[config.mk]
export PLATFORM = sky130hd
export DESIGN_NAME = greedy_word_wrap_justify_flat
export DESIGN_NICKNAME = d
export VERILOG_FILES = /design/src/rtl/gwwj_pkg.sv /design/src/rtl/gwwj_ifs.sv /design/src/rtl/gwwj_div.sv /design/src/rtl/gwwj_dpath.sv /design/src/rtl/gwwj_ctrl.sv /design/src/rtl/greedy_word_wrap_justify.sv /design/src/flat_wrapper.sv
export SDC_FILE = /design/constraint.sdc
export NUM_CORES = 1
export LEC_CHECK = 0
export CORE_MARGIN = 3
export CORE_UTILIZATION = 30
export DETAILED_ROUTE_END_ITERATION = 10
export DONT_BUFFER_PORTS = 1
export HOLD_SLACK_MARGIN = 0.06
export PLACE_DENSITY_LB_ADDON = 0.2
export SYNTH_ARGS = -nofsm -noshare
export SYNTH_HDL_FRONTEND = slang
export SYNTH_HIERARCHICAL = 1
export SYNTH_SLANG_ARGS = --single-unit
[constraint.sdc]
create_clock -name clock -period 7.85 [get_ports clock]
set_clock_uncertainty 0.2 [all_clocks]
set_input_delay 0.3925 -clock clock [delete_from_list [all_inputs] [get_ports clock]]
set_output_delay 0.3925 -clock clock [all_outputs]
set_load 0.02 [all_outputs]
[src/rtl/gwwj_pkg.sv]
`timescale 1ns / 1ps
// ----------------------------------------------------------------------------
// Word wrap package
// Types, constants and saturating helpers shared by the word wrap block.
// ----------------------------------------------------------------------------
package gwwj_pkg;

   // Text size and the highest byte offset that the position counter reaches.
   localparam int unsigned TEXT_BYTES = 65536;
   localparam logic [15:0] POS_MAX =
      (TEXT_BYTES - 1 < 65535) ? 16'(TEXT_BYTES - 1) : 16'hFFFF;

   // Byte codes with a meaning of their own.
   localparam logic [7:0] CHAR_NEWLINE = 8'h0a;
   localparam logic [7:0] CHAR_SPACE   = 8'd32;

   // Saturation limits.
   localparam logic [16:0] VERT_MAX = 17'd131070;

   // Configuration port.
   localparam int CSR_DATA_WIDTH = 12;

   typedef enum logic [0:0] {
      CSR_LINE_WIDTH,
      CSR_SPACE_ADVANCE
   } csr_index_type;

   // Serial divider: one quotient bit per step.
   localparam int DIVIDEND_WIDTH = 20;
   localparam int DIVISOR_WIDTH  = 16;
   localparam int DIV_CNT_WIDTH  = $clog2(DIVIDEND_WIDTH);
   localparam logic [DIV_CNT_WIDTH-1:0] DIV_LAST = DIV_CNT_WIDTH'(DIVIDEND_WIDTH - 1);

   typedef enum logic [2:0] {
      ST_IDLE,
      ST_ACCUM,
      ST_CHECK,
      ST_DIVIDE,
      ST_WRAP,
      ST_BREAK,
      ST_NEWLINE
   } state_type;

   // Commands from the controller to the datapath.
   typedef struct packed {
      logic load;
      logic accum;
      logic div_start;
      logic wrap;
      logic brk;
      logic nl;
   } cmd_type;

   // Status from the datapath to the controller.
   typedef struct packed {
      logic is_nl;
      logic is_print;
      logic over;
      logic has_space;
      logic multi_glyph;
      logic slot_free;
      logic div_busy;
   } status_type;

   // Saturating 16-bit add.
   function automatic logic [15:0] sat_add16(logic [15:0] a, logic [15:0] b);
      logic [16:0] s;
      s = {1'b0, a} + {1'b0, b};
      return s[16] ? 16'hFFFF : s[15:0];
   endfunction

   // Vertex count plus two, saturating.
   function automatic logic [16:0] sat_vert(logic [16:0] a);
      logic [17:0] s;
      s = {1'b0, a} + 18'd2;
      return (s > {1'b0, VERT_MAX}) ? VERT_MAX : s[16:0];
   endfunction

   // X position plus an advance, saturating at the top of 20 bits.
   function automatic logic [19:0] sat_x(logic [19:0] a, logic [7:0] b);
      logic [20:0] s;
      s = {1'b0, a} + {13'd0, b};
      return s[20] ? 20'hFFFFF : s[19:0];
   endfunction

endpackage

[src/rtl/gwwj_ifs.sv]
`timescale 1ns / 1ps
// ----------------------------------------------------------------------------
// Word wrap channels
// Valid/ready channels for text bytes, line records and register writes.
// ----------------------------------------------------------------------------
interface gwwj_req_if;
   logic       valid;
   logic       ready;
   logic [7:0] char_byte;
   logic [7:0] char_advance;
   logic       text_start;

   modport source(output valid, output char_byte, output char_advance,
                  output text_start, input ready);
   modport sink(input valid, input char_byte, input char_advance,
                input text_start, output ready);
endinterface

interface gwwj_rsp_if;
   logic        valid;
   logic        ready;
   logic [15:0] line_start;
   logic [15:0] line_bytes;
   logic [16:0] vertex_count;
   logic [20:0] space_width_q8;
   logic        last_of_run;

   modport source(output valid, output line_start, output line_bytes,
                  output vertex_count, output space_width_q8,
                  output last_of_run, input ready);
   modport sink(input valid, input line_start, input line_bytes,
                input vertex_count, input space_width_q8,
                input last_of_run, output ready);
endinterface

interface gwwj_csr_if;
   logic                                   valid;
   logic                                   ready;
   gwwj_pkg::csr_index_type                index;
   logic [gwwj_pkg::CSR_DATA_WIDTH-1:0]    data;

   modport source(output valid, output index, output data, input ready);
   modport sink(input valid, input index, input data, output ready);
endinterface

[src/rtl/gwwj_div.sv]
`timescale 1ns / 1ps
// ----------------------------------------------------------------------------
// Word wrap serial divider
// Restoring divider producing one quotient bit per cycle.
// ----------------------------------------------------------------------------
module gwwj_div (
   input  logic                                 clock,
   input  logic                                 reset,
   input  logic                                 start,
   input  logic [gwwj_pkg::DIVIDEND_WIDTH-1:0]  dividend,
   input  logic [gwwj_pkg::DIVISOR_WIDTH-1:0]   divisor,
   output logic                                 busy,
   output logic [gwwj_pkg::DIVIDEND_WIDTH-1:0]  quotient
);

   logic                                busy_ff, busy_in;
   logic [gwwj_pkg::DIV_CNT_WIDTH-1:0]  cnt_ff, cnt_in;
   logic [gwwj_pkg::DIVISOR_WIDTH-1:0]  rem_ff, rem_in;
   logic [gwwj_pkg::DIVIDEND_WIDTH-1:0] quo_ff, quo_in;
   logic [gwwj_pkg::DIVISOR_WIDTH-1:0]  div_ff, div_in;
   logic [gwwj_pkg::DIVISOR_WIDTH:0]    trial;
   logic                                fits;

   // The next dividend bit enters the partial remainder; subtract if it fits.
   assign trial = {rem_ff, quo_ff[gwwj_pkg::DIVIDEND_WIDTH-1]};
   assign fits  = trial >= {1'b0, div_ff};

   always_comb begin
      busy_in = busy_ff;
      cnt_in  = cnt_ff;
      rem_in  = rem_ff;
      quo_in  = quo_ff;
      div_in  = div_ff;
      if (start) begin
         busy_in = 1'b1;
         cnt_in  = '0;
         rem_in  = '0;
         quo_in  = dividend;
         div_in  = divisor;
      end else if (busy_ff) begin
         rem_in = fits ? gwwj_pkg::DIVISOR_WIDTH'(trial - {1'b0, div_ff})
                       : trial[gwwj_pkg::DIVISOR_WIDTH-1:0];
         quo_in = {quo_ff[gwwj_pkg::DIVIDEND_WIDTH-2:0], fits};
         cnt_in = cnt_ff + 1'b1;
         if (cnt_ff == gwwj_pkg::DIV_LAST) begin
            busy_in = 1'b0;
         end
      end
   end

   always_ff @(posedge clock) begin
      if (reset) begin
         busy_ff <= 1'b0;
      end else begin
         busy_ff <= busy_in;
      end
      cnt_ff <= cnt_in;
      rem_ff <= rem_in;
      quo_ff <= quo_in;
      div_ff <= div_in;
   end

   assign busy     = busy_ff;
   assign quotient = quo_ff;

   // The divider stops after exactly one pass over the dividend bits.
   assert property (@(posedge clock) disable iff (reset)
      busy_ff && !start && cnt_ff == gwwj_pkg::DIV_LAST |=> !busy_ff)
      else $error("divider ran past its last step");

   // A start always makes the divider busy in the next cycle.
   assert property (@(posedge clock) disable iff (reset)
      start |=> busy_ff)
      else $error("divider did not start");

endmodule

[src/rtl/gwwj_dpath.sv]
`timescale 1ns / 1ps
// ----------------------------------------------------------------------------
// Word wrap datapath
// Line state, configuration registers, slack division and the record register.
// ----------------------------------------------------------------------------
module gwwj_dpath (
   input  logic                                clock,
   input  logic                                reset,
   input  gwwj_pkg::cmd_type                   cmd,
   output gwwj_pkg::status_type                sts,
   input  logic [7:0]                          req_char_byte,
   input  logic [7:0]                          req_char_advance,
   input  logic                                req_text_start,
   input  logic                                csr_write,
   input  gwwj_pkg::csr_index_type             csr_index,
   input  logic [gwwj_pkg::CSR_DATA_WIDTH-1:0] csr_data,
   input  logic                                rsp_ready,
   output logic                                rsp_valid,
   output logic [15:0]                         rsp_line_start,
   output logic [15:0]                         rsp_line_bytes,
   output logic [16:0]                         rsp_vertex_count,
   output logic [20:0]                         rsp_space_width_q8,
   output logic                                rsp_last_of_run
);

   // Configuration.
   logic [11:0] line_width_ff, line_width_in;
   logic [7:0]  space_advance_ff, space_advance_in;

   // Latched input byte.
   logic [7:0]  char_ff, char_in;
   logic [7:0]  adv_ff, adv_in;
   logic        start_ff, start_in;
   logic [15:0] item_pos_ff, item_pos_in;

   // Line state.
   logic [15:0] byte_position_ff, byte_position_in;
   logic        line_open_ff, line_open_in;
   logic [15:0] cur_start_ff, cur_start_in;
   logic [15:0] cur_bytes_ff, cur_bytes_in;
   logic [16:0] cur_vertices_ff, cur_vertices_in;
   logic [19:0] cur_x_ff, cur_x_in;
   logic [15:0] space_count_ff, space_count_in;
   logic [15:0] saved_bytes_ff, saved_bytes_in;
   logic [16:0] saved_vertices_ff, saved_vertices_in;
   logic [19:0] saved_x_ff, saved_x_in;
   logic [15:0] word_bytes_ff, word_bytes_in;
   logic [16:0] word_vertices_ff, word_vertices_in;
   logic [19:0] word_x_ff, word_x_in;

   // Record register.
   logic        rsp_valid_ff, rsp_valid_in;
   logic [15:0] rsp_start_ff, rsp_start_in;
   logic [15:0] rsp_bytes_ff, rsp_bytes_in;
   logic [16:0] rsp_vert_ff, rsp_vert_in;
   logic [20:0] rsp_sw_ff, rsp_sw_in;
   logic        rsp_last_ff, rsp_last_in;

   // Line state as seen by the byte being accumulated.
   logic        open_now;
   logic [15:0] pos_eff;
   logic [15:0] b_bytes, b_sc, b_saved_bytes, b_word_bytes;
   logic [16:0] b_vert, b_saved_vert, b_word_vert;
   logic [19:0] b_x, b_saved_x, b_word_x;

   logic        is_space, is_nl, is_print;
   logic [11:0] slack;
   logic [20:0] plain_sw;
   logic [20:0] wrap_sw;
   logic        div_busy;
   logic [19:0] quotient;
   logic        slot_free;

   assign is_space = char_ff == gwwj_pkg::CHAR_SPACE;
   assign is_nl    = char_ff == gwwj_pkg::CHAR_NEWLINE;
   assign is_print = char_ff > gwwj_pkg::CHAR_SPACE;

   // A text start clears everything; a closed line reopens at this byte.
   assign open_now      = start_ff | ~line_open_ff;
   assign pos_eff       = start_ff ? 16'd0 : byte_position_ff;
   assign b_bytes       = open_now ? 16'd0 : cur_bytes_ff;
   assign b_sc          = open_now ? 16'd0 : space_count_ff;
   assign b_saved_bytes = open_now ? 16'd0 : saved_bytes_ff;
   assign b_word_bytes  = open_now ? 16'd0 : word_bytes_ff;
   assign b_vert        = open_now ? 17'd0 : cur_vertices_ff;
   assign b_saved_vert  = open_now ? 17'd0 : saved_vertices_ff;
   assign b_word_vert   = open_now ? 17'd0 : word_vertices_ff;
   assign b_x           = open_now ? 20'd0 : cur_x_ff;
   assign b_saved_x     = open_now ? 20'd0 : saved_x_ff;
   assign b_word_x      = open_now ? 20'd0 : word_x_ff;

   // Slack of the line up to its last space, and the justified space width.
   assign slack    = ({8'd0, line_width_ff} > saved_x_ff)
                     ? 12'(({8'd0, line_width_ff}) - saved_x_ff) : 12'd0;
   assign plain_sw = {5'd0, space_advance_ff, 8'd0};
   assign wrap_sw  = plain_sw
                     + ((space_count_ff == 16'd1) ? 21'd0 : {1'b0, quotient});

   assign slot_free = ~rsp_valid_ff | rsp_ready;

   gwwj_div u_div (
      .clock    (clock),
      .reset    (reset),
      .start    (cmd.div_start),
      .dividend ({slack, 8'd0}),
      .divisor  (space_count_ff - 16'd1),
      .busy     (div_busy),
      .quotient (quotient)
   );

   // Configuration writes.
   always_comb begin
      line_width_in    = line_width_ff;
      space_advance_in = space_advance_ff;
      if (csr_write) begin
         case (csr_index)
            gwwj_pkg::CSR_LINE_WIDTH:    line_width_in    = csr_data[11:0];
            gwwj_pkg::CSR_SPACE_ADVANCE: space_advance_in = csr_data[7:0];
            default: ;
         endcase
      end
   end

   // Line state updates, one command at a time.
   always_comb begin
      char_in           = char_ff;
      adv_in            = adv_ff;
      start_in          = start_ff;
      item_pos_in       = item_pos_ff;
      byte_position_in  = byte_position_ff;
      line_open_in      = line_open_ff;
      cur_start_in      = cur_start_ff;
      cur_bytes_in      = cur_bytes_ff;
      cur_vertices_in   = cur_vertices_ff;
      cur_x_in          = cur_x_ff;
      space_count_in    = space_count_ff;
      saved_bytes_in    = saved_bytes_ff;
      saved_vertices_in = saved_vertices_ff;
      saved_x_in        = saved_x_ff;
      word_bytes_in     = word_bytes_ff;
      word_vertices_in  = word_vertices_ff;
      word_x_in         = word_x_ff;

      if (cmd.load) begin
         char_in  = req_char_byte;
         adv_in   = req_char_advance;
         start_in = req_text_start;
      end else if (cmd.accum) begin
         byte_position_in  = (pos_eff >= gwwj_pkg::POS_MAX) ? gwwj_pkg::POS_MAX
                                                            : pos_eff + 16'd1;
         item_pos_in       = pos_eff;
         line_open_in      = 1'b1;
         cur_start_in      = open_now ? pos_eff : cur_start_ff;
         cur_bytes_in      = gwwj_pkg::sat_add16(b_bytes, 16'd1);
         cur_vertices_in   = b_vert;
         cur_x_in          = b_x;
         space_count_in    = b_sc;
         saved_bytes_in    = b_saved_bytes;
         saved_vertices_in = b_saved_vert;
         saved_x_in        = b_saved_x;
         word_bytes_in     = b_word_bytes;
         word_vertices_in  = b_word_vert;
         word_x_in         = b_word_x;
         if (is_space) begin
            saved_x_in        = b_x;
            cur_x_in          = gwwj_pkg::sat_x(b_x, space_advance_ff);
            saved_bytes_in    = gwwj_pkg::sat_add16(b_bytes, 16'd1);
            saved_vertices_in = b_vert;
            space_count_in    = gwwj_pkg::sat_add16(b_sc, 16'd1);
            word_bytes_in     = 16'd0;
            word_vertices_in  = 17'd0;
            word_x_in         = 20'd0;
         end else if (is_print) begin
            cur_vertices_in  = gwwj_pkg::sat_vert(b_vert);
            cur_x_in         = gwwj_pkg::sat_x(b_x, adv_ff);
            word_bytes_in    = gwwj_pkg::sat_add16(b_word_bytes, 16'd1);
            word_vertices_in = gwwj_pkg::sat_vert(b_word_vert);
            word_x_in        = gwwj_pkg::sat_x(b_word_x, adv_ff);
         end else if (!is_nl) begin
            word_bytes_in = gwwj_pkg::sat_add16(b_word_bytes, 16'd1);
         end
      end else if (cmd.wrap) begin
         // The partial word after the last space carries into the new line.
         cur_start_in      = gwwj_pkg::sat_add16(cur_start_ff, saved_bytes_ff);
         cur_bytes_in      = word_bytes_ff;
         cur_vertices_in   = word_vertices_ff;
         cur_x_in          = word_x_ff;
         space_count_in    = 16'd0;
         saved_bytes_in    = 16'd0;
         saved_vertices_in = 17'd0;
         saved_x_in        = 20'd0;
      end else if (cmd.brk) begin
         // The overflowing byte opens the next line on its own.
         cur_start_in     = item_pos_ff;
         cur_bytes_in     = 16'd1;
         cur_vertices_in  = 17'd2;
         cur_x_in         = {12'd0, adv_ff};
         word_bytes_in    = 16'd1;
         word_vertices_in = 17'd2;
         word_x_in        = {12'd0, adv_ff};
      end else if (cmd.nl) begin
         line_open_in = 1'b0;
      end
   end

   // Record register: loaded by an emitting command, freed by a transfer.
   always_comb begin
      rsp_valid_in = rsp_valid_ff & ~rsp_ready;
      rsp_start_in = rsp_start_ff;
      rsp_bytes_in = rsp_bytes_ff;
      rsp_vert_in  = rsp_vert_ff;
      rsp_sw_in    = rsp_sw_ff;
      rsp_last_in  = rsp_last_ff;
      if (cmd.wrap) begin
         rsp_valid_in = 1'b1;
         rsp_start_in = cur_start_ff;
         rsp_bytes_in = saved_bytes_ff;
         rsp_vert_in  = saved_vertices_ff;
         rsp_sw_in    = wrap_sw;
         // Another record follows when the carried word overflows and holds more than one glyph.
         rsp_last_in  = ~((word_x_ff > {8'd0, line_width_ff})
                          && (word_vertices_ff > 17'd2));
      end else if (cmd.brk) begin
         rsp_valid_in = 1'b1;
         rsp_start_in = cur_start_ff;
         rsp_bytes_in = (cur_bytes_ff != 16'd0) ? cur_bytes_ff - 16'd1 : 16'd0;
         rsp_vert_in  = cur_vertices_ff - 17'd2;
         rsp_sw_in    = plain_sw;
         rsp_last_in  = 1'b1;
      end else if (cmd.nl) begin
         rsp_valid_in = 1'b1;
         rsp_start_in = cur_start_ff;
         rsp_bytes_in = cur_bytes_ff;
         rsp_vert_in  = cur_vertices_ff;
         rsp_sw_in    = plain_sw;
         rsp_last_in  = 1'b1;
      end
   end

   always_ff @(posedge clock) begin
      if (reset) begin
         line_width_ff    <= 12'd480;
         space_advance_ff <= 8'd4;
         byte_position_ff <= 16'd0;
         line_open_ff     <= 1'b0;
         rsp_valid_ff     <= 1'b0;
      end else begin
         line_width_ff    <= line_width_in;
         space_advance_ff <= space_advance_in;
         byte_position_ff <= byte_position_in;
         line_open_ff     <= line_open_in;
         rsp_valid_ff     <= rsp_valid_in;
      end
      char_ff           <= char_in;
      adv_ff            <= adv_in;
      start_ff          <= start_in;
      item_pos_ff       <= item_pos_in;
      cur_start_ff      <= cur_start_in;
      cur_bytes_ff      <= cur_bytes_in;
      cur_vertices_ff   <= cur_vertices_in;
      cur_x_ff          <= cur_x_in;
      space_count_ff    <= space_count_in;
      saved_bytes_ff    <= saved_bytes_in;
      saved_vertices_ff <= saved_vertices_in;
      saved_x_ff        <= saved_x_in;
      word_bytes_ff     <= word_bytes_in;
      word_vertices_ff  <= word_vertices_in;
      word_x_ff         <= word_x_in;
      rsp_start_ff      <= rsp_start_in;
      rsp_bytes_ff      <= rsp_bytes_in;
      rsp_vert_ff       <= rsp_vert_in;
      rsp_sw_ff         <= rsp_sw_in;
      rsp_last_ff       <= rsp_last_in;
   end

   // Status for the controller.
   always_comb begin
      sts.is_nl       = is_nl;
      sts.is_print    = is_print;
      sts.over        = cur_x_ff > {8'd0, line_width_ff};
      sts.has_space   = space_count_ff != 16'd0;
      sts.multi_glyph = cur_vertices_ff > 17'd2;
      sts.slot_free   = slot_free;
      sts.div_busy    = div_busy;
   end

   assign rsp_valid          = rsp_valid_ff;
   assign rsp_line_start     = rsp_start_ff;
   assign rsp_line_bytes     = rsp_bytes_ff;
   assign rsp_vertex_count   = rsp_vert_ff;
   assign rsp_space_width_q8 = rsp_sw_ff;
   assign rsp_last_of_run    = rsp_last_ff;

   // A newline record always leaves the line closed.
   assert property (@(posedge clock) disable iff (reset)
      cmd.nl |=> !line_open_ff)
      else $error("line still open after newline record");

   // A wrap forgets every break point of the old line.
   assert property (@(posedge clock) disable iff (reset)
      cmd.wrap |=> space_count_ff == 16'd0 && saved_x_ff == 20'd0)
      else $error("break point survived a wrap");

endmodule

[src/rtl/gwwj_ctrl.sv]
`timescale 1ns / 1ps
// ----------------------------------------------------------------------------
// Word wrap controller
// Sequences accumulation, break decisions, the division and record output.
// ----------------------------------------------------------------------------
module gwwj_ctrl (
   input  logic                 clock,
   input  logic                 reset,
   input  logic                 req_valid,
   output logic                 req_ready,
   input  gwwj_pkg::status_type sts,
   output gwwj_pkg::cmd_type    cmd
);

   gwwj_pkg::state_type state_ff, state_in;

   // Next state.
   always_comb begin
      state_in = state_ff;
      case (state_ff)
         gwwj_pkg::ST_IDLE: begin
            if (req_valid) begin
               state_in = gwwj_pkg::ST_ACCUM;
            end
         end
         gwwj_pkg::ST_ACCUM: begin
            state_in = gwwj_pkg::ST_CHECK;
         end
         gwwj_pkg::ST_CHECK: begin
            if (sts.is_nl) begin
               state_in = gwwj_pkg::ST_NEWLINE;
            end else if (sts.is_print && sts.over && sts.has_space) begin
               state_in = gwwj_pkg::ST_DIVIDE;
            end else if (sts.is_print && sts.over && sts.multi_glyph) begin
               state_in = gwwj_pkg::ST_BREAK;
            end else begin
               state_in = gwwj_pkg::ST_IDLE;
            end
         end
         gwwj_pkg::ST_DIVIDE: begin
            if (!sts.div_busy) begin
               state_in = gwwj_pkg::ST_WRAP;
            end
         end
         gwwj_pkg::ST_WRAP: begin
            // Back to the check: the carried word may overflow again.
            if (sts.slot_free) begin
               state_in = gwwj_pkg::ST_CHECK;
            end
         end
         gwwj_pkg::ST_BREAK, gwwj_pkg::ST_NEWLINE: begin
            if (sts.slot_free) begin
               state_in = gwwj_pkg::ST_IDLE;
            end
         end
         default: begin
            state_in = gwwj_pkg::ST_IDLE;
         end
      endcase
   end

   // Commands.
   always_comb begin
      cmd       = '0;
      req_ready = 1'b0;
      case (state_ff)
         gwwj_pkg::ST_IDLE: begin
            req_ready = 1'b1;
            cmd.load  = req_valid;
         end
         gwwj_pkg::ST_ACCUM: begin
            cmd.accum = 1'b1;
         end
         gwwj_pkg::ST_CHECK: begin
            cmd.div_start = sts.is_print && sts.over && sts.has_space && !sts.is_nl;
         end
         gwwj_pkg::ST_WRAP: begin
            cmd.wrap = sts.slot_free;
         end
         gwwj_pkg::ST_BREAK: begin
            cmd.brk = sts.slot_free;
         end
         gwwj_pkg::ST_NEWLINE: begin
            cmd.nl = sts.slot_free;
         end
         default: ;
      endcase
   end

   always_ff @(posedge clock) begin
      if (reset) begin
         state_ff <= gwwj_pkg::ST_IDLE;
      end else begin
         state_ff <= state_in;
      end
   end

   // No record is written over one that has not been taken.
   assert property (@(posedge clock) disable iff (reset)
      (cmd.wrap || cmd.brk || cmd.nl) |-> sts.slot_free)
      else $error("record register overwritten");

   // The divider is idle whenever a division is requested.
   assert property (@(posedge clock) disable iff (reset)
      cmd.div_start |-> !sts.div_busy)
      else $error("division started while divider busy");

   // At most one datapath command per cycle.
   assert property (@(posedge clock) disable iff (reset)
      $onehot0(cmd))
      else $error("conflicting datapath commands");

endmodule

[src/rtl/greedy_word_wrap_justify.sv]
`timescale 1ns / 1ps
// ----------------------------------------------------------------------------
// Greedy word wrap with justification
// Splits a byte stream into line records with justified space widths.
// ----------------------------------------------------------------------------
//
//   channel  direction  content
//   req_ch   in         text byte, glyph advance, start-of-text flag
//   rsp_ch   out        line start, byte count, vertex count, space width
//   csr_ch   in         register index and write data (always ready)
//
// An ordinary byte goes through transfer, accumulate and break check.
// A newline or a word broken before its overflowing byte adds the writing of
// the record. A wrap at a space adds the serial division of the slack by the
// gap count, a wait to see the divider finish, the record and a second break
// check; the carried word may still overflow and is then broken as well.
// Reset is synchronous; there is no clearing pass.
// Records wait in a single output register; the block stalls only when it
// must write a record while the previous one has not been transferred.
//
module greedy_word_wrap_justify (
   input  logic       clock,
   input  logic       reset,
   gwwj_req_if.sink   req_ch,
   gwwj_rsp_if.source rsp_ch,
   gwwj_csr_if.sink   csr_ch
);

   gwwj_pkg::cmd_type    cmd;
   gwwj_pkg::status_type sts;

   assign csr_ch.ready = 1'b1;

   gwwj_ctrl u_ctrl (
      .clock     (clock),
      .reset     (reset),
      .req_valid (req_ch.valid),
      .req_ready (req_ch.ready),
      .sts       (sts),
      .cmd       (cmd)
   );

   gwwj_dpath u_dpath (
      .clock              (clock),
      .reset              (reset),
      .cmd                (cmd),
      .sts                (sts),
      .req_char_byte      (req_ch.char_byte),
      .req_char_advance   (req_ch.char_advance),
      .req_text_start     (req_ch.text_start),
      .csr_write          (csr_ch.valid),
      .csr_index          (csr_ch.index),
      .csr_data           (csr_ch.data),
      .rsp_ready          (rsp_ch.ready),
      .rsp_valid          (rsp_ch.valid),
      .rsp_line_start     (rsp_ch.line_start),
      .rsp_line_bytes     (rsp_ch.line_bytes),
      .rsp_vertex_count   (rsp_ch.vertex_count),
      .rsp_space_width_q8 (rsp_ch.space_width_q8),
      .rsp_last_of_run    (rsp_ch.last_of_run)
   );

endmodule

[src/flat_wrapper.sv]
// flat-port wrapper written by rule: the top's interface ports become plain ports
module greedy_word_wrap_justify_flat 
  (clock, reset, req_ch_valid, req_ch_char_byte, req_ch_char_advance, req_ch_text_start, req_ch_ready, rsp_ch_valid, rsp_ch_line_start, rsp_ch_line_bytes, rsp_ch_vertex_count, rsp_ch_space_width_q8, rsp_ch_last_of_run, rsp_ch_ready, csr_ch_valid, csr_ch_index, csr_ch_data, csr_ch_ready);
  gwwj_req_if req_ch_i ();
  gwwj_rsp_if rsp_ch_i ();
  gwwj_csr_if csr_ch_i ();
  input  logic clock;
  input  logic reset;
  input wire logic [$bits(req_ch_i.valid)-1:0] req_ch_valid;
  input wire logic [$bits(req_ch_i.char_byte)-1:0] req_ch_char_byte;
  input wire logic [$bits(req_ch_i.char_advance)-1:0] req_ch_char_advance;
  input wire logic [$bits(req_ch_i.text_start)-1:0] req_ch_text_start;
  output wire logic [$bits(req_ch_i.ready)-1:0] req_ch_ready;
  output wire logic [$bits(rsp_ch_i.valid)-1:0] rsp_ch_valid;
  output wire logic [$bits(rsp_ch_i.line_start)-1:0] rsp_ch_line_start;
  output wire logic [$bits(rsp_ch_i.line_bytes)-1:0] rsp_ch_line_bytes;
  output wire logic [$bits(rsp_ch_i.vertex_count)-1:0] rsp_ch_vertex_count;
  output wire logic [$bits(rsp_ch_i.space_width_q8)-1:0] rsp_ch_space_width_q8;
  output wire logic [$bits(rsp_ch_i.last_of_run)-1:0] rsp_ch_last_of_run;
  input wire logic [$bits(rsp_ch_i.ready)-1:0] rsp_ch_ready;
  input wire logic [$bits(csr_ch_i.valid)-1:0] csr_ch_valid;
  input wire logic [$bits(csr_ch_i.index)-1:0] csr_ch_index;
  input wire logic [$bits(csr_ch_i.data)-1:0] csr_ch_data;
  output wire logic [$bits(csr_ch_i.ready)-1:0] csr_ch_ready;
  assign req_ch_i.valid = req_ch_valid;
  assign req_ch_i.char_byte = req_ch_char_byte;
  assign req_ch_i.char_advance = req_ch_char_advance;
  assign req_ch_i.text_start = req_ch_text_start;
  assign req_ch_ready = req_ch_i.ready;
  assign rsp_ch_valid = rsp_ch_i.valid;
  assign rsp_ch_line_start = rsp_ch_i.line_start;
  assign rsp_ch_line_bytes = rsp_ch_i.line_bytes;
  assign rsp_ch_vertex_count = rsp_ch_i.vertex_count;
  assign rsp_ch_space_width_q8 = rsp_ch_i.space_width_q8;
  assign rsp_ch_last_of_run = rsp_ch_i.last_of_run;
  assign rsp_ch_i.ready = rsp_ch_ready;
  assign csr_ch_i.valid = csr_ch_valid;
  assign csr_ch_i.index = csr_ch_index;
  assign csr_ch_i.data = csr_ch_data;
  assign csr_ch_ready = csr_ch_i.ready;
  greedy_word_wrap_justify u_core (.clock(clock), .reset(reset), .req_ch(req_ch_i), .rsp_ch(rsp_ch_i), .csr_ch(csr_ch_i));
endmodule
======== After elaboration in Yosys (flattened, before gate mapping) ========
Index checks and enable logic that the tools add are counted.
word-level totals
  RAM bits ................................ 0
  bits in read-only memories .............. 0
  bits of input ports ..................... 35
  memories kept ........................... 0
  bits in latches ......................... 0
  register bits after elaboration ......... 394
  word-level logic and storage cells ...... 220
operators by class
  reduce and logical (&&, ||, !) cells .... 26
  div/mod/pow operators ................... 0
  multiplexer cells ....................... 108
  order comparisons ....................... 10
  $mul .................................... 0
  bitwise gates (word level) .............. 9
  equal/unequal tests ..................... 18
  $add $sub $neg .......................... 17
  shifts and indexed selects .............. 0
operators by type and width
  operator               number
  $mux 16                35
  $mux 20                21
  $mux 17                20
  $add 20x8->21          3
  $mux 21                3
  $add 16x1->17 const B  3
  $gt 20x12->1           2
  $add 17x2->18 const B  2
  $gt 18x17->1 const B   2
  $gt 17x2->1 const B    2
  $reduce_bool 16->1     2
  $sub 16x1->16 const B  2
  $add 16x20->21         1
  $mux 3                 7
  $gt 12x20->1           1
  $mux 1                 20
  $pmux 3 s6             1
  $add 16x16->17         1
  $ge 17x16->1           1
  $sub 17x2->17 const B  1
  $add 16x1->16 const B  1
  $eq 16x1->1 const B    1
  $ge 16x16->1 const B   1
  $sub 16x16->16         1
  25 further kinds       54

======== Depth between registers and ports, before layout ========
Gate-level depths: netlist of run 1.
  depth after elaboration ................. 9
  depth in mapped cells ................... 18
  depth with buffers taken out ............ 16

======== Modules after synthesis ========
Netlist of run 1, hierarchy kept.
modules (own cells, without submodules)
  module                    cells an instance  area each (µm²)  seq. area each (µm²)  times used
  gwwj_dpath                2,210              20,973.9         9,619.2               1
  gwwj_div                  302                3,184.3          1,521.5               1
  gwwj_ctrl                 36                 301.5            60.1                  1
  greedy_word_wrap_justify  2                  11.3             0.0                   1

======== Least setup slack after synthesis of run 1 ========
OpenSTA, ideal clock, no wires.
  kind .................................... input -> register
  start ................................... input rsp_ch_ready
  end ..................................... register u_core.u_dpath.saved_bytes_ff[0], enable pin
  library setup time ...................... 529 ps
  data arrival time ....................... 5,453 ps
  cell stages on the path ................. 8
  path buffers ............................ 4
  slack ................................... 1,668 ps
  cell sequence ........................... nand2b_1 > buf_4 > nor4bb_1 > clkbuf_1 > clkbuf_1 > buf_1 > nor2_1 > nor3_1
RTL lines
  what                  line                source
  from (decl)           flat_wrapper.sv:20  input wire logic [$bits(rsp_ch_i.ready)-1:0] rsp_ch_ready;
  to (signal assigned)  gwwj_dpath.sv:263   saved_bytes_ff <= saved_bytes_in;
  to (decl)             gwwj_dpath.sv:44    logic [15:0] saved_bytes_ff, saved_bytes_in;

======== Worst setup path in the final report of run 1 ========
  start ................................... register u_core.u_dpath.space_count_ff[5]
  end ..................................... register u_core.u_dpath.rsp_sw_ff[14], in the netlist u_core/u_dpath/rsp_space_width_q8[14] (data pin)
between the ends
  word-level cells in the longest chain between the ends .. 4
RTL lines
  what                              line               source
  from (decl)                       gwwj_dpath.sv:43   logic [15:0] space_count_ff, space_count_in;
  from (signal assigned)            gwwj_dpath.sv:262  space_count_ff <= space_count_in;
  $eq 16x1->1                       gwwj_dpath.sv:97   + ((space_count_ff == 16'd1) ? 21'd0 : {1'b0, quotient});
  $mux 20                           gwwj_dpath.sv:97
  $add 16x20->21                    gwwj_dpath.sv:97
  $mux 21                           gwwj_dpath.sv:214  if (cmd.wrap) begin
  net u_core.u_dpath.rsp_sw_in[14]  gwwj_dpath.sv:56   logic [20:0] rsp_sw_ff, rsp_sw_in;
  to (signal assigned)              gwwj_dpath.sv:272  rsp_sw_ff <= rsp_sw_in;
  to (decl)                         gwwj_dpath.sv:56
The timed path passes the listed nets, and every way through them passes these cells.
A chain may end at the register's enable or synchronous reset.

==> results of run 1 <==
placed cells by master, fill, tap and decap left out, types with 64 or more instances in the layout:
cell	n
nand2_1	298
o21ai_0	131
nand3_1	71
inv_1	96
and3_1	64
ha_1	112
a21oi_1	137
nor2_1	225
edfxtp_1	331
xor2_1	71
xnor2_1	100
nor3_1	76
routing by layer:
layer | routed length [um] | vias to the layer above | GRT usage (%)
met5 | 27 | - | 0
met1 | 33500 | 9439 | 22.8
met2 | 33500 | 549 | 27.5
li1 | - | 9330 | -
met4 | 2520 | 4 | 5.73
met3 | 3750 | 136 | 2.70
power by group through the flow:
stage               Sequential [mW]  Clock, mW  Combinational, mW
finish                         3.44       2.29               2.62
global route                   3.49       2.46               2.92
CTS                            3.43       2.38               2.64
detailed placement             3.47          0               2.60
global placement               3.46          0               2.55
floorplan                      3.21          0               2.05
worst paths after layout:
kind                                      endpoint  cells after the start  slack, ns                              from
max          u_core/u_dpath/rsp_space_width_q8[14]                     15       2.84  u_core/u_dpath/space_count_ff[5]
min                u_core/u_dpath/line_width_ff[0]                      3       0.16                      csr_ch_valid
max reg2reg  u_core/u_dpath/rsp_space_width_q8[14]                     15       2.84  u_core/u_dpath/space_count_ff[5]
min reg2reg       u_core/u_dpath/rsp_line_start[8]                      0       0.28    u_core/u_dpath/cur_start_ff[8]
flip-flops by register name (all words and copies together), names as in the netlist, 12 cells and up:
signal,count
u_core/u_dpath/cur_vertices_ff,17
u_core/u_dpath/word_bytes_ff,16
u_core/u_dpath/u_div/quotient,20
u_core/u_dpath/rsp_space_width_q8,21
u_core/u_dpath/saved_bytes_ff,16
u_core/u_dpath/saved_vertices_ff,17
u_core/u_dpath/cur_bytes_ff,16
u_core/u_dpath/u_div/rem_ff,16
u_core/u_dpath/item_pos_ff,16
u_core/u_dpath/line_width_ff,12
u_core/u_dpath/word_vertices_ff,17
u_core/u_dpath/saved_x_ff,20
u_core/u_dpath/rsp_vertex_count,17
u_core/u_dpath/space_count_ff,16
u_core/u_dpath/byte_position_ff,16
u_core/u_dpath/word_x_ff,20
u_core/u_dpath/rsp_line_start,16
u_core/u_dpath/cur_start_ff,16
u_core/u_dpath/u_div/div_ff,16
u_core/u_dpath/rsp_line_bytes,16
u_core/u_dpath/cur_x_ff,20
metrics by stage:
step	hold WS [ns]	std cells	cell area (sq um)	util [%]
2_1_floorplan	0.233	2557	24500	-
3_3_place_gp	0.269	3496	25500	31.6
3_5_place_dp	0.260	3496	25500	31.6
4_1_cts	0.105	3630	27500	34.1
5_1_grt	0.154	3630	27500	34.1
6_report	0.156	3630	27500	34.1
logic make-up after synthesis:
| logic type | count (synthesis) | synth area share (%) |
|---|---|---|
| AND/OR/NAND/NOR | 1008 | 20.3 |
| AO/OA/AOI/OAI | 556 | 15.1 |
| flip-flops | 394 | 45.8 |
| buffers and inverters | 250 | 4.10 |
| XOR/XNOR | 172 | 6.19 |
| adder cells (fa/ha/maj) | 119 | 6.30 |
| multiplexers | 49 | 2.17 |
| other | 2 | 0.0307 |
cells in the mapped netlist (71+ instances only):
master      n  share of area (%)
xor2_1     71                2.5
edfxtp_1  331                 41
inv_1      97                1.5
nand2_1   298                4.6
nor3_1     77                1.6
a21oi_1   137                2.8
o21ai_0   131                2.7
ha_1      112                5.7
nor2_1    228                3.5
clkbuf_1  113                1.7
nand3_1    71                1.5
xnor2_1   100                3.6
worst reg2reg max path, delay by kind of cell (launching register included):
kind / cells / cell delay, ns
simple gates: 8 / 2.53
xor+xnor: 1 / 0.08
fa+ha+maj: 2 / 0.62
flops: 1 / 0.50
compound gates: 3 / 0.59
mux: 1 / 0.25
area by class of cell:
cell class                      count  area share (%)
Clock buffer                       57            4.64
Clock inverter                     36            1.22
Inverter                           98            1.34
Multi-Input combinational cell   1913            44.9
Sequential cell                   394            40.7
Tap cell                         1060            4.82
Timing Repair Buffer               72            2.37
==> impl_metrics.py, run 1 <==
metrics = {
    "floorplan": {
        "die_w_um": 292,
        "core_area_sq_um": 80700,
        "initial_core_util_pct": 30.3,
        "dieArea_sq_um": 85000,
        "ios": 109,
        "num_rows": 104,
        "die_y_um": 292,
    },
    "cts": {
        "htree_levels": 2,
        "worstSkewPairLatency_ns": 0.60,
        "cts_root_buffer": "clkbuf_16",
        "postCtsHoldBufs": 41,
        "postCtsSetupBuffers": 0,
        "clk_pin_slew_worst_paths_ns": 0.06,
        "cts_buffers": 50,
        "clkSinkCount": 394,
        "tritoncts": "yes",
        "cts_resized": 0,
        "cts.path.max_buffers": 3,
    },
    "finish": {
        "fin_nets": 2683,
        "drive_above_1_share_pct": 7.04,
        "diodes": 0,
        "regArea_sq_um": 11200,
        "multi_input_area_sq_um": 12400,
        "fillers": 8258,
        "area_growth_pct": 12.5,
    },
    "logic_synthesis": {
        "ys_seq_area_share_pct": 45.8,
        "syn_avg_cell_area_sq_um": 9.60,
        "synth-main-ff-cell": "edfxtp_1",
        "synth_edf_count": 331,
        "yosys_register_bits": 394,
        "yosysWarnings": 6,
        "syn_area_sq_um": 24500,
        "syn-instance-count": 2550,
        "async_reset_ff_share_pct": 0,
        "ys_types": 95,
    },
    "critical_path": {
        "worst_path_max_delay_cell": "or4_1",
        "crit_top_cell": "nand2_1",
        "arrival_ns": 5.16,
        "required_ns": 8.00,
        "cp-end-kind": "register",
        "crit_family": "simple AND/OR/NAND/NOR gates",
        "crit_type": "register to register",
        "critical_path_buf_inv_count": 0,
        "cp_max_fo": 21,
        "crit_chain": "or4_1, nor4_1, nand2_1, nor3_1, nand2_1, and2_1, ha_1, fa_1, a21o_1, a21oi_1, nor2_1, o21ai_0, nor2b_1, xnor2_1, mux2_2",
        "start_kind": "register",
        "cpPeakStageDelay_ns": 0.57,
    },
    "global_route": {
        "antenna_found_initial": 2,
        "grt_pass1_wl_um": 114000,
        "grt_remaining_overflow": 0,
        "first_global_vias": 19400,
        "grt_max_degree": 57,
        "grt.total_usage_pct": 16.8,
    },
    "routing": {
        "wl_um": 73300,
        "wl_per_cell_um": 20.2,
        "drtAntennaViolNets": 0,
        "drt_iter0_drc": 1414,
        "drcViolationCount": 0,
        "dr.pass1.iters": 5,
        "vias": 19500,
        "vias_per_cell": 5.36,
    },
    "place": {
        "dp_hpwl_um": 50900,
        "port_buffers": 0,
        "place_congestion": 0.859,
        "preCtsSetupSlack_ns": 2.79,
    },
    "sta": {
        "period_needed_ns": 5.01,
        "hold_viol_final": 0,
        "rsz0062_at_grt": "no",
        "slew_headroom_pct": 11.3,
        "worst_pin_slew_ns": 1.33,
        "setup_violations": 0,
        "finalCritPeriodShare_pct": 63.9,
        "fin_ws_ns": 2.84,
        "report.final.slew_viol_count": 0,
        "timing.fmax_mhz": 199,
        "fin_tns_setup_ns": 0,
    },
    "flow_run": {
        "cap_violations": 0,
    },
    "power_and_ir_drop": {
        "p_sw_mw": 3.13,
        "power_density_nw_per_um2": 304,
        "design_power_total_mw": 8.35,
        "swShare_pct": 37.4,
        "intPower_mw": 5.23,
        "p_leak_nw": 9.81,
        "ir_worst_vdd_mv": 0.182,
        "power_frac_comb_pct": 31.4,
        "clock_power_share_pct": 27.5,
        "seqPwrFrac_pct": 41.1,
    },
    "run_status": {
        "status": "finished, final reports clean",
    },
    "hold_path": {
        "worstHoldPathType": "input pin to register",
    },
}
No activity file was read; power rests on OpenSTA's default activity.
==> run 2, diff against run 1 <==
ABC_AREA = 1   (was not set)
clock period = 4.8 ns   (was 7.85 ns; I/O delays follow)
==> run 2 against run 1 <==
Against the previous run: worst hold slack got worse by 0.053 ns; power increased by 64%; wire length increased by 10%; clock power increased by 63%; first-iteration DRC count increased by 1.5%; critical endpoint is now u_core/u_dpath/u_div/quotient[0]; largest power group unchanged; highest routed layer unchanged.
==> impl_metrics.py, run 2 <==
metrics = {
    "routing": {
        "drt_iter0_drc": 1435,
        "wl_um": 80900,
        "wl_per_cell_um": 17.6,
        "vias_per_cell": 4.86,
        "drcViolationCount": 0,
        "dr.pass1.iters": 5,
        "drtAntennaViolNets": 0,
        "vias": 22300,
    },
    "logic_synthesis": {
        "yosys_register_bits": 394,
        "syn-instance-count": 3341,
        "synth_compound_area_share_pct": 11.4,
        "yosysMostFrequentCell": "nand2_1",
        "ys_seq_area_share_pct": 43.1,
        "synth_mux_area_share_pct": 0,
        "async_reset_ff_share_pct": 0,
        "syn_avg_cell_area_sq_um": 7.77,
        "netlist.area_leader.share_pct": 38.3,
        "yosys.area_share.simple_pct": 26.5,
        "ys_types": 58,
        "syn_area_sq_um": 26000,
        "synth_area_leaders": "edfxtp_1 38%, nand2_1 11%, inv_1 6.8%",
        "synth_edf_count": 331,
        "synth-xor-area-share_pct": 4.05,
        "synth_common_cells": "741 x nand2_1, 470 x inv_1, 432 x nor2_1",
        "synth_top_family_by_area": "simple AND/OR/NAND/NOR gates",
        "synth.largest_area_cell": "edfxtp_1",
        "synthAdderAreaFrac_pct": 5.94,
        "yosysWarnings": 6,
        "synth-main-ff-cell": "edfxtp_1",
    },
    "cts": {
        "tritoncts": "yes",
        "cts_root_buffer": "clkbuf_16",
        "clkSinkCount": 394,
        "cts.path.max_buffers": 3,
        "cts_buffers": 50,
        "htree_levels": 2,
        "worstSkewPairLatency_ns": 0.64,
        "clk_pin_slew_worst_paths_ns": 0.06,
    },
    "sta": {
        "worst_pin_slew_ns": 1.09,
        "timing.fmax_mhz": 244,
        "fin_ws_ns": 0.705,
        "rsz0062_at_grt": "no",
        "slew_headroom_pct": 27.3,
        "fin_tns_setup_ns": 0,
        "finalCritPeriodShare_pct": 85.3,
        "hold_viol_final": 0,
        "setup_violations": 0,
        "report.final.slew_viol_count": 0,
        "period_needed_ns": 4.10,
    },
    "finish": {
        "largest_reg_flops": 21,
        "layout.cells.non_filler": 4587,
        "area_growth_pct": 13.9,
        "final_common_cell": "nand2_1",
        "final_util_pct": 34.6,
        "fillers": 8983,
        "layout_common_cells": "740 x nand2_1, 469 x inv_1, 424 x nor2_1, 331 x edfxtp_1, 227 x o21ai_0",
        "fin_area_sq_um": 29600,
        "drive_above_1_share_pct": 5.84,
        "diodes": 0,
        "fin_nets": 3557,
    },
    "critical_path": {
        "reg2reg_setup_slack_ns": 0.70,
        "reg2reg_depth": 13,
        "r2r_end": "u_core/u_dpath/u_div/quotient[0]",
        "start_kind": "register",
        "cp_max_fo": 23,
        "cp-end-kind": "register",
        "arrival_ns": 4.22,
        "crit_type": "register to register",
        "required_ns": 4.92,
        "timing.rr.start": "u_core/u_dpath/line_width_ff[1]",
    },
    "global_route": {
        "met1_usage_pct": 24.1,
        "grt_util_met3_pct": 2.46,
        "top_usage_layer": "met2",
        "grt.total_usage_pct": 17.7,
        "grt_pass1_wl_um": 126000,
        "met2_usage_pct": 29.3,
        "grt_max_degree": 60,
        "antenna_found_initial": 2,
        "grt_remaining_overflow": 0,
        "first_global_vias": 22000,
    },
    "power_and_ir_drop": {
        "p_leak_nw": 12.4,
        "ir_worst_vdd_mv": 0.273,
        "power_density_nw_per_um2": 465,
    },
    "floorplan": {
        "die_y_um": 300,
        "num_rows": 107,
        "core_area_sq_um": 85500,
        "die_w_um": 300,
        "ios": 109,
        "dieArea_sq_um": 90100,
        "initial_core_util_pct": 30.3,
    },
    "place": {
        "port_buffers": 0,
        "place_congestion": 0.905,
        "dp_hpwl_um": 60200,
        "placed_area_sq_um": 27300,
        "place_inst": 4435,
        "preCtsSetupSlack_ns": 0.721,
    },
    "flow_run": {
        "cap_violations": 0,
    },
    "run_status": {
        "status": "finished, final reports clean",
    },
    "hold_path": {
        "worstHoldPathType": "input pin to register",
        "min_from": "req_ch_char_byte[6]",
        "min_path_cells": 1,
        "min_to": "u_core/u_dpath/char_ff[6]",
    },
}
[run 2: cell families after synthesis]
group,Yosys count
fa+ha+maj,119
xor+xnor,120
buf+inv,580
compound gates,527
simple gates,1599
other cells,2
flops,394
[run 2: worst max-delay path by stage]
stage                                    startpoint  cells after the start  slack, ns                               end
global route        u_core/u_dpath/line_width_ff[1]                     13       0.33  u_core/u_dpath/u_div/quotient[0]
CTS                 u_core/u_dpath/line_width_ff[1]                     13       0.72  u_core/u_dpath/u_div/quotient[0]
finish              u_core/u_dpath/line_width_ff[1]                     13       0.70  u_core/u_dpath/u_div/quotient[0]
floorplan                  u_core/u_dpath/rsp_valid                     10       0.21   u_core/u_dpath/word_bytes_ff[0]
detailed placement  u_core/u_dpath/line_width_ff[1]                     13       0.72  u_core/u_dpath/u_div/quotient[0]
global placement    u_core/u_dpath/line_width_ff[1]                     13       0.96  u_core/u_dpath/u_div/quotient[0]
[run 2: report_power, final]
group	total (mW)	internal, mW	leakage, nW	switching, mW
clock	3.73	2.16	0.783	1.57
combinational	4.64	1.42	7.96	3.22
sequential	5.36	4.76	3.62	0.600
total	13.7	8.34	12.4	5.40
[run 2: cell type report]
type	instances	area (sq um)	area share, %
Clock buffer	69	1360	4.61
Clock inverter	23	259	0.876
Inverter	481	1810	6.11
Multi-Input combinational cell	2374	12600	42.5
Sequential cell	394	11200	37.9
Tap cell	1144	1430	4.84
Timing Repair Buffer	102	941	3.18
[run 2: routing by layer]
metal | share of wire (%) | up-vias
met5 | 0.016 | -
met4 | 2.7 | 2
met3 | 4.7 | 126
met2 | 46 | 511
met1 | 47 | 10400
li1 | - | 11300
[run 2: what timing repair did]
| action | CTS | global route |
|---|---|---|
| resized for setup | 0 | 0 |
| endpoints found under the hold margin | 76 | 0 |
| setup buffers | 0 | 0 |
| hold buffers | 60 | 0 |
[run 2: worst max-delay path, stage by stage (launching register included)]
cell	delay, ns
dfxtp_1	0.38
inv_1	0.10
ha_1	0.31
inv_1	0.05
o21bai_1	0.13
a221oi_1	0.10
o221ai_1	0.27
a21oi_1	0.11
o21ai_0	0.35
nand3_1	0.21
nor3b_2	0.74
inv_1	0.60
nor2_1	0.21
a31oi_1	0.07
[run 2: stage by stage]
step	hold slack [ns]	power [mW]
final	0.103	13.7
after global routing	0.0814	14.7
after CTS	0.0657	13.9
after detailed placement	0.115	10.0
after global placement	0.114	10.0
after floorplan	0.102	8.50
